<file path="src/rtl/core/keycode_to_keysym_mapper_macros.svh">
// Assertion macros shared by the keymap RTL.
`ifndef KEYCODE_TO_KEYSYM_MAPPER_MACROS_SVH
`define KEYCODE_TO_KEYSYM_MAPPER_MACROS_SVH

// Implication checked at every clock edge outside reset.
`define KKM_ASSERT_IMP(label, clk, rstn, ante, cons) \
    label: assert property (@(posedge clk) disable iff (!rstn) (ante) |-> (cons)) \
        else $error("keymap check failed");

// Next-cycle implication checked outside reset.
`define KKM_ASSERT_NEXT(label, clk, rstn, ante, cons) \
    label: assert property (@(posedge clk) disable iff (!rstn) (ante) |=> (cons)) \
        else $error("keymap check failed");

`endif

</file>
<file path="src/rtl/core/kkm_pkg.sv">
// Package with the modifier layout and the keymap ROM functions.
package kkm_pkg;

    localparam int TABLE_SIZE = 127;

    localparam logic [5:0] M_SHIFT = 6'h01;
    localparam logic [5:0] M_CAPS  = 6'h02;
    localparam logic [5:0] M_CTRL  = 6'h04;
    localparam logic [5:0] M_ALT   = 6'h08;
    localparam logic [5:0] M_NUM   = 6'h10;
    localparam logic [5:0] M_META  = 6'h20;

    localparam logic [1:0] KS_RELEASE = 2'd0;
    localparam logic [1:0] KS_PRESS   = 2'd1;

    typedef logic [15:0] sym_t;

    // Unshifted symbols.
    function automatic sym_t rom_normal(input logic [6:0] c);
        sym_t s;
        s = 16'h0;
        unique case (c)
            7'd1: s = 16'hff1b;
            7'd2: s = 16'h31; 7'd3: s = 16'h32; 7'd4: s = 16'h33; 7'd5: s = 16'h34;
            7'd6: s = 16'h35; 7'd7: s = 16'h36; 7'd8: s = 16'h37; 7'd9: s = 16'h38;
            7'd10: s = 16'h39; 7'd11: s = 16'h30; 7'd12: s = 16'h2d; 7'd13: s = 16'h3d;
            7'd14: s = 16'hff08; 7'd15: s = 16'hff09;
            7'd16: s = 16'h71; 7'd17: s = 16'h77; 7'd18: s = 16'h65; 7'd19: s = 16'h72;
            7'd20: s = 16'h74; 7'd21: s = 16'h79; 7'd22: s = 16'h75; 7'd23: s = 16'h69;
            7'd24: s = 16'h6f; 7'd25: s = 16'h70; 7'd26: s = 16'h5b; 7'd27: s = 16'h5d;
            7'd28: s = 16'hff0d; 7'd29: s = 16'hffe3;
            7'd30: s = 16'h61; 7'd31: s = 16'h73; 7'd32: s = 16'h64; 7'd33: s = 16'h66;
            7'd34: s = 16'h67; 7'd35: s = 16'h68; 7'd36: s = 16'h6a; 7'd37: s = 16'h6b;
            7'd38: s = 16'h6c; 7'd39: s = 16'h3b; 7'd40: s = 16'h27; 7'd41: s = 16'h60;
            7'd42: s = 16'hffe1; 7'd43: s = 16'h5c;
            7'd44: s = 16'h7a; 7'd45: s = 16'h78; 7'd46: s = 16'h63; 7'd47: s = 16'h76;
            7'd48: s = 16'h62; 7'd49: s = 16'h6e; 7'd50: s = 16'h6d; 7'd51: s = 16'h2c;
            7'd52: s = 16'h2e; 7'd53: s = 16'h2f;
            7'd54: s = 16'hffe2; 7'd55: s = 16'hffaa; 7'd56: s = 16'hffe9;
            7'd57: s = 16'h20; 7'd58: s = 16'hffe5;
            7'd59: s = 16'hffbe; 7'd60: s = 16'hffbf; 7'd61: s = 16'hffc0;
            7'd62: s = 16'hffc1; 7'd63: s = 16'hffc2; 7'd64: s = 16'hffc3;
            7'd65: s = 16'hffc4; 7'd66: s = 16'hffc5; 7'd67: s = 16'hffc6;
            7'd68: s = 16'hffc7; 7'd69: s = 16'hff7f; 7'd70: s = 16'hff14;
            7'd71: s = 16'hff95; 7'd72: s = 16'hff97; 7'd73: s = 16'hff9a;
            7'd74: s = 16'hffad; 7'd75: s = 16'hff96; 7'd76: s = 16'hff9d;
            7'd77: s = 16'hff98; 7'd78: s = 16'hffab; 7'd79: s = 16'hff9c;
            7'd80: s = 16'hff99; 7'd81: s = 16'hff9b; 7'd82: s = 16'hff9e;
            7'd83: s = 16'hff9f; 7'd87: s = 16'hffc8; 7'd88: s = 16'hffc9;
            7'd96: s = 16'hff8d; 7'd97: s = 16'hffe4; 7'd98: s = 16'hffaf;
            7'd100: s = 16'hffea; 7'd101: s = 16'hff0a; 7'd102: s = 16'hff50;
            7'd103: s = 16'hff52; 7'd104: s = 16'hff55; 7'd105: s = 16'hff51;
            7'd106: s = 16'hff53; 7'd107: s = 16'hff57; 7'd108: s = 16'hff54;
            7'd109: s = 16'hff56; 7'd110: s = 16'hff63; 7'd111: s = 16'hffff;
            7'd117: s = 16'hffbd; 7'd125: s = 16'hffe7; 7'd126: s = 16'hffe8;
            default: s = 16'h0;
        endcase
        return s;
    endfunction

    // Keypad digits with num lock on.
    function automatic sym_t rom_numlock(input logic [6:0] c);
        sym_t s;
        s = 16'h0;
        unique case (c)
            7'd71: s = 16'hffb7; 7'd72: s = 16'hffb8; 7'd73: s = 16'hffb9;
            7'd75: s = 16'hffb4; 7'd76: s = 16'hffb5; 7'd77: s = 16'hffb6;
            7'd79: s = 16'hffb1; 7'd80: s = 16'hffb2; 7'd81: s = 16'hffb3;
            7'd82: s = 16'hffb0;
            default: s = 16'h0;
        endcase
        return s;
    endfunction

    // Letters only, upper case.
    function automatic sym_t rom_capslock(input logic [6:0] c);
        sym_t s;
        s = 16'h0;
        unique case (c)
            7'd16: s = 16'h51; 7'd17: s = 16'h57; 7'd18: s = 16'h45; 7'd19: s = 16'h52;
            7'd20: s = 16'h54; 7'd21: s = 16'h59; 7'd22: s = 16'h55; 7'd23: s = 16'h49;
            7'd24: s = 16'h4f; 7'd25: s = 16'h50;
            7'd30: s = 16'h41; 7'd31: s = 16'h53; 7'd32: s = 16'h44; 7'd33: s = 16'h46;
            7'd34: s = 16'h47; 7'd35: s = 16'h48; 7'd36: s = 16'h4a; 7'd37: s = 16'h4b;
            7'd38: s = 16'h4c;
            7'd44: s = 16'h5a; 7'd45: s = 16'h58; 7'd46: s = 16'h43; 7'd47: s = 16'h56;
            7'd48: s = 16'h42; 7'd49: s = 16'h4e; 7'd50: s = 16'h4d;
            default: s = 16'h0;
        endcase
        return s;
    endfunction

    // Shifted symbols: capitals plus the shifted punctuation.
    function automatic sym_t rom_shift(input logic [6:0] c);
        sym_t s;
        s = rom_capslock(c);
        unique case (c)
            7'd2: s = 16'h21; 7'd3: s = 16'h40; 7'd4: s = 16'h23; 7'd5: s = 16'h24;
            7'd6: s = 16'h25; 7'd7: s = 16'h5e; 7'd8: s = 16'h26; 7'd9: s = 16'h2a;
            7'd10: s = 16'h28; 7'd11: s = 16'h29; 7'd12: s = 16'h5f; 7'd13: s = 16'h2b;
            7'd26: s = 16'h7b; 7'd27: s = 16'h7d;
            7'd39: s = 16'h3a; 7'd40: s = 16'h22; 7'd41: s = 16'h7e; 7'd43: s = 16'h7c;
            7'd51: s = 16'h3c; 7'd52: s = 16'h3e; 7'd53: s = 16'h3f;
            default: ;
        endcase
        return s;
    endfunction

    // Modifier mask of a modifier key, zero for other keys.
    function automatic logic [5:0] rom_modmask(input logic [6:0] c);
        logic [5:0] m;
        m = 6'h0;
        unique case (c)
            7'd29, 7'd97:  m = M_CTRL;
            7'd42, 7'd54:  m = M_SHIFT;
            7'd56, 7'd100: m = M_ALT;
            7'd58:         m = M_CAPS;
            7'd69:         m = M_NUM;
            7'd125, 7'd126: m = M_META;
            default:       m = 6'h0;
        endcase
        return m;
    endfunction

endpackage

</file>
<file path="src/rtl/core/keycode_to_keysym_mapper.sv">
// Top level of the US PC key code to keysym mapper.
// Each request is registered at the input; from there the modifier register
// is updated and the four keymap ROMs are looked up in priority order, and the
// answer lands in the output register. A request is accepted every cycle while
// the output side takes results; each request gives exactly one result, with
// delivered low (and all fields zero) when no symbol results.
`include "keycode_to_keysym_mapper_macros.svh"
module keycode_to_keysym_mapper (
    input  logic        aclk,
    input  logic        aresetn,
    input  logic        s_valid,
    output logic        s_ready,
    input  logic        s_kind,
    input  logic [1:0]  s_key_state,
    input  logic [15:0] s_key_code,
    input  logic        s_led_numlock,
    input  logic        s_led_capslock,
    output logic        m_valid,
    input  logic        m_ready,
    output logic        m_delivered,
    output logic [6:0]  m_out_code,
    output kkm_pkg::sym_t m_keysym,
    output logic [5:0]  m_modifiers
);
    import kkm_pkg::*;

    logic        in_vld_reg;
    logic        kind_reg, lnum_reg, lcaps_reg, inrange_reg;
    logic [1:0]  state_reg;
    logic [6:0]  code_reg;
    logic [5:0]  mod_reg, mod_next;
    logic        out_vld_reg;
    logic        dlv_reg, dlv_next;
    logic [6:0]  ocode_reg;
    sym_t        sym_reg, sym_next;
    logic [5:0]  omod_reg;
    logic        adv;
    logic [5:0]  mask;
    logic        is_lock;

    // Stage advances when the output register is empty or being drained.
    assign adv     = !out_vld_reg || m_ready;
    assign s_ready = !in_vld_reg || adv;

    // Input register.
    always_ff @(posedge aclk) begin
        if (!aresetn) begin
            in_vld_reg <= 1'b0;
        end else if (s_ready) begin
            in_vld_reg <= s_valid;
        end
        if (s_ready && s_valid) begin
            kind_reg    <= s_kind;
            state_reg   <= s_key_state;
            code_reg    <= s_key_code[6:0];
            inrange_reg <= (s_key_code < 16'(TABLE_SIZE));
            lnum_reg    <= s_led_numlock;
            lcaps_reg   <= s_led_capslock;
        end
    end

    // Modifier update and prioritized ROM lookup.
    always_comb begin
        mask     = rom_modmask(code_reg);
        is_lock  = (mask == M_CAPS) || (mask == M_NUM);
        mod_next = mod_reg;
        sym_next = '0;
        dlv_next = 1'b0;
        if (kind_reg) begin
            mod_next = (lnum_reg ? M_NUM : 6'h0) | (lcaps_reg ? M_CAPS : 6'h0);
        end else if (inrange_reg) begin
            if (mask != 6'h0) begin
                if (state_reg == KS_PRESS) begin
                    mod_next = is_lock ? (mod_reg ^ mask) : (mod_reg | mask);
                end else if (state_reg == KS_RELEASE && !is_lock) begin
                    mod_next = mod_reg & ~mask;
                end
            end else if (state_reg != KS_RELEASE) begin
                if (mod_reg[4]) sym_next = rom_numlock(code_reg);
                if (sym_next == '0 && mod_reg[0]) sym_next = rom_shift(code_reg);
                if (sym_next == '0 && mod_reg[1]) sym_next = rom_capslock(code_reg);
                if (sym_next == '0) sym_next = rom_normal(code_reg);
                dlv_next = (sym_next != '0);
            end
        end
    end

    // Modifier register and result register.
    always_ff @(posedge aclk) begin
        if (!aresetn) begin
            mod_reg     <= 6'h0;
            out_vld_reg <= 1'b0;
        end else begin
            if (adv) begin
                out_vld_reg <= in_vld_reg;
            end
            if (adv && in_vld_reg) begin
                mod_reg <= mod_next;
            end
        end
        if (adv && in_vld_reg) begin
            dlv_reg   <= dlv_next;
            sym_reg   <= sym_next;
            ocode_reg <= dlv_next ? code_reg : 7'h0;
            omod_reg  <= dlv_next ? mod_reg : 6'h0;
        end
    end

    assign m_valid     = out_vld_reg;
    assign m_delivered = dlv_reg;
    assign m_out_code  = ocode_reg;
    assign m_keysym    = sym_reg;
    assign m_modifiers = omod_reg;

    `KKM_ASSERT_IMP(a_sym_nonzero, aclk, aresetn, m_valid && m_delivered, m_keysym != '0)
    `KKM_ASSERT_IMP(a_empty_zero, aclk, aresetn, m_valid && !m_delivered,
        m_keysym == '0 && m_out_code == 7'h0 && m_modifiers == 6'h0)
    `KKM_ASSERT_NEXT(a_kind_reload, aclk, aresetn, adv && in_vld_reg && kind_reg,
        mod_reg[0] == 1'b0 && mod_reg[2] == 1'b0 && mod_reg[3] == 1'b0 && mod_reg[5] == 1'b0)
    `KKM_ASSERT_NEXT(a_hold_out, aclk, aresetn, m_valid && !m_ready,
        m_valid && $stable(m_keysym) && $stable(m_delivered))
endmodule

</file>
<file path="config.mk">
export PLATFORM = sky130hd
export DESIGN_NAME = keycode_to_keysym_mapper
export DESIGN_NICKNAME = d
export VERILOG_FILES = /design/src/rtl/core/kkm_pkg.sv /design/src/rtl/core/keycode_to_keysym_mapper.sv
export VERILOG_INCLUDE_DIRS = /design/src /design/src/rtl/core
export SDC_FILE = /design/constraint.sdc
export NUM_CORES = 1
export LEC_CHECK = 0
export BUFFER_PORTS_ARGS = -buffer_cell sky130_fd_sc_hd__buf_2
export CAP_MARGIN = 0
export CORE_AREA = 5 5 106 108
export DETAILED_ROUTE_END_ITERATION = 10
export DIE_AREA = 0 0 111 113
export GPL_TIMING_DRIVEN = 1
export PLACE_DENSITY = 0.85
export SETUP_SLACK_MARGIN = 0.5
export SLEW_MARGIN = 5
export SYNTH_ARGS = -nofsm -noshare
export SYNTH_HDL_FRONTEND = slang
export SYNTH_SLANG_ARGS = --single-unit
</file>
<file path="constraint.sdc">
create_clock -name aclk -period 3.5 [get_ports aclk]
set_input_delay 0.35 -clock aclk [delete_from_list [all_inputs] [get_ports aclk]]
set_output_delay 0.35 -clock aclk [all_outputs]
set_load 0.005 [all_outputs]
</file>
==> flow_summary.toml <==
[outcome]
status = "complete, no violations"

[clocking]
cts_buffers = 9
cts_root_buffer = "clkbuf_8"
insertion_delay_ns = 0.35
cts.clk_slew.worst_paths_ns = 0.08
cts_tree = "done"
htree_levels = 3
clk_path_buf_depth = 2
numClockSinks = 59

[final_layout]
nFillCells = 877
antenna_cells = 0
utilization = 0.652
layout_common_cells = "buf_4, nand2_1, a21oi_1, buf_2, o21ai_0"
area_growth_pct = 20.7
final_common_cell = "buf_4"
multi_input_area_um2 = 3720
nets = 818
drive_above_1_share = 0.276
ff_latch_area_um2 = 1540

[synth]
synth-edff-count = 36
synth_nets = 727
yosysWarnings = 0
synth_flop_cell = "edfxtp_1"
synth_cell_types = 82
ys_async_sr_fraction = 0
synth-seq-area-share = 0.282
synthCells = 669
synthesis.area_um2 = 5480
ys_seq_elements = 59
syn_avg_cell_area_um2 = 8.18

[global_route]
grt_pass1_wl_mm = 30.1
grt_max_degree = 38
antenna_found_initial = 0
grt_pass1_vias = 5592
grtUsageTotal = 0.295
overflow = 0

[sta]
max_slew.worst_pin.slew_ns = 0.745
post-route-period-util = 0.944
max_clock_freq_mhz = 303
rsz0062_at_grt = "true"
hold_violations = 0
layout_min_cycle_time_ns = 3.30
slew_headroom = 0.503
setup-tns-final_ns = 0
drv_slew = 0
finClkSkew_ns = 0.0125
worst_slack_ns = 0.196
setup_violations = 0

[setup_path]
cp-start-kind = "flop"
critPathKind = "flop to flop"
cp-startpoint = "code_reg[1]$_DFFE_PP_"
crit_required_ns = 3.58
crit_chain = "buf_4, and3b_1, o21a_1, or4_4, or3_1, a31o_1, nand3_1, nor3_1, nor4_4, buf_12, a211oi_1"
r2r_start = "code_reg[1]$_DFFE_PP_"
worstPathMaxFanout = 14
endpoint_kind = "flop"
cpMaxStageDelayCell = "or4_4"
worstPathArrival_ns = 3.39
slowest_delay_ns = 0.58
r2r_slack_ns = 0.20

[floorplanning]
die_area_um2 = 12500
start_util = 0.540
core_area_um2 = 10100
die_w_um = 111
die_y_um = 113
rows = 37
pin_count = 57

[pwr]
peakVddDrop_mv = 0.254
leakagePower_nw = 2.59
power_density_nw_per_um2 = 331

[worst_hold_path]
min-delay-start = "s_led_numlock"
hp-class = "primary input to flop"

[placement]
place_hpwl_mm = 14.0
pre_cts_ws_ns = 0.180
port_buffers = 56
place_congestion = 0.955

[detailed_routing]
drt-vias-per-instance = 6.59
num_vias = 5942
ant_nets = 0
drt_wl_total_mm = 18.8
drt-pass1-iter-count = 5
first_iter_violations = 767
routedWlPerCell_um = 20.8
drc = 0

[job]
max-cap-violations = 0
## kinds of logic (layout without fill, tap and decap cells)
logic type               after synthesis  after routing  synth area share
AO/OA/AOI/OAI                        243            243             0.319
AND/OR/NAND/NOR                      239            239             0.225
buffers and inverters                 76            172            0.0644
flip-flops                            59             59             0.282
adder cells (fa/ha/maj)               33             33            0.0754
multiplexers                          16             16            0.0302
XOR/XNOR                               3              3           0.00480
## power breakdown
group / internal [W] / switching (W)
Sequential: 0.000794 / 0.0000329
Clock: 0.000293 / 0.000294
Combinational: 0.000300 / 0.000478
## final timing paths
kind,end,depth (start not counted)
setup reg to reg,m_modifiers[0]$_SDFFCE_PN0P_,11
hold reg to reg,m_valid$_SDFFE_PN0P_,2
hold / removal,lnum_reg$_DFFE_PP_,1
setup / recovery,m_modifiers[0]$_SDFFCE_PN0P_,11
## layer usage
layer	wire length (um)	global-route usage	vias to the layer above
met2	8360	0.457	385
met5	0	0	-
met3	2210	0.0674	44
met4	447	0.0837	0
li1	-	-	2707
met1	7750	0.416	2806
## critical path, delay by kind of cell (launching register included)
family / cells / cell delay, ns
compound gates: 3 / 0.57
buf+inv: 2 / 0.39
flops: 1 / 0.41
simple gates: 6 / 1.66
## area by class of cell
cell class / count / share of cell area
clock buffer: 12 / 0.0235
clock inverter: 4 / 0.00379
inverter: 19 / 0.0108
multi-input combinational: 534 / 0.562
sequential: 59 / 0.233
tap: 136 / 0.0257
timing repair buffer: 137 / 0.141
## stage by stage
| step | std cells | power, W | cell area [um^2] | hold slack, ns |
|---|---|---|---|---|
| 6_report | 901 | 0.00219 | 6610 | 0.171 |
| 5_1_grt | 901 | 0.00229 | 6610 | 0.165 |
| 4_1_cts | 896 | 0.00215 | 6520 | 0.165 |
| 3_5_place_dp | 875 | 0.00157 | 6270 | 0.460 |
| 3_3_place_gp | 875 | 0.00156 | 6270 | 0.442 |
| 2_1_floorplan | 669 | 0.00131 | 5530 | 0.434 |
## cell usage after synthesis, types with 11 or more instances
library cell	n	area, um^2
ha_1	33	413
nand2_1	79	297
a211oi_1	14	105
nand2b_1	11	68.8
edfxtp_1	36	1080
nor2_1	44	165
a21oi_1	58	290
nand3_1	19	95.1
clkbuf_1	28	105
o211ai_1	11	82.6
mux2i_1	12	120
nor3_1	16	80.1
inv_1	19	71.3
o22ai_1	12	75.1
nor2b_1	11	68.8
o21ai_0	51	255
dfxtp_1	23	460
## repair_timing
action                                 in CTS  in global routing
setup endpoints to repair                  28                 31
endpoints found under the hold margin       0                  0
cloned                                      0                  0
pin swaps                                   8                  5
buffers inserted                            5                  5
hold buffers                                0                  0
resized for setup                           6                 14
No activity file was read; power rests on OpenSTA's default activity.
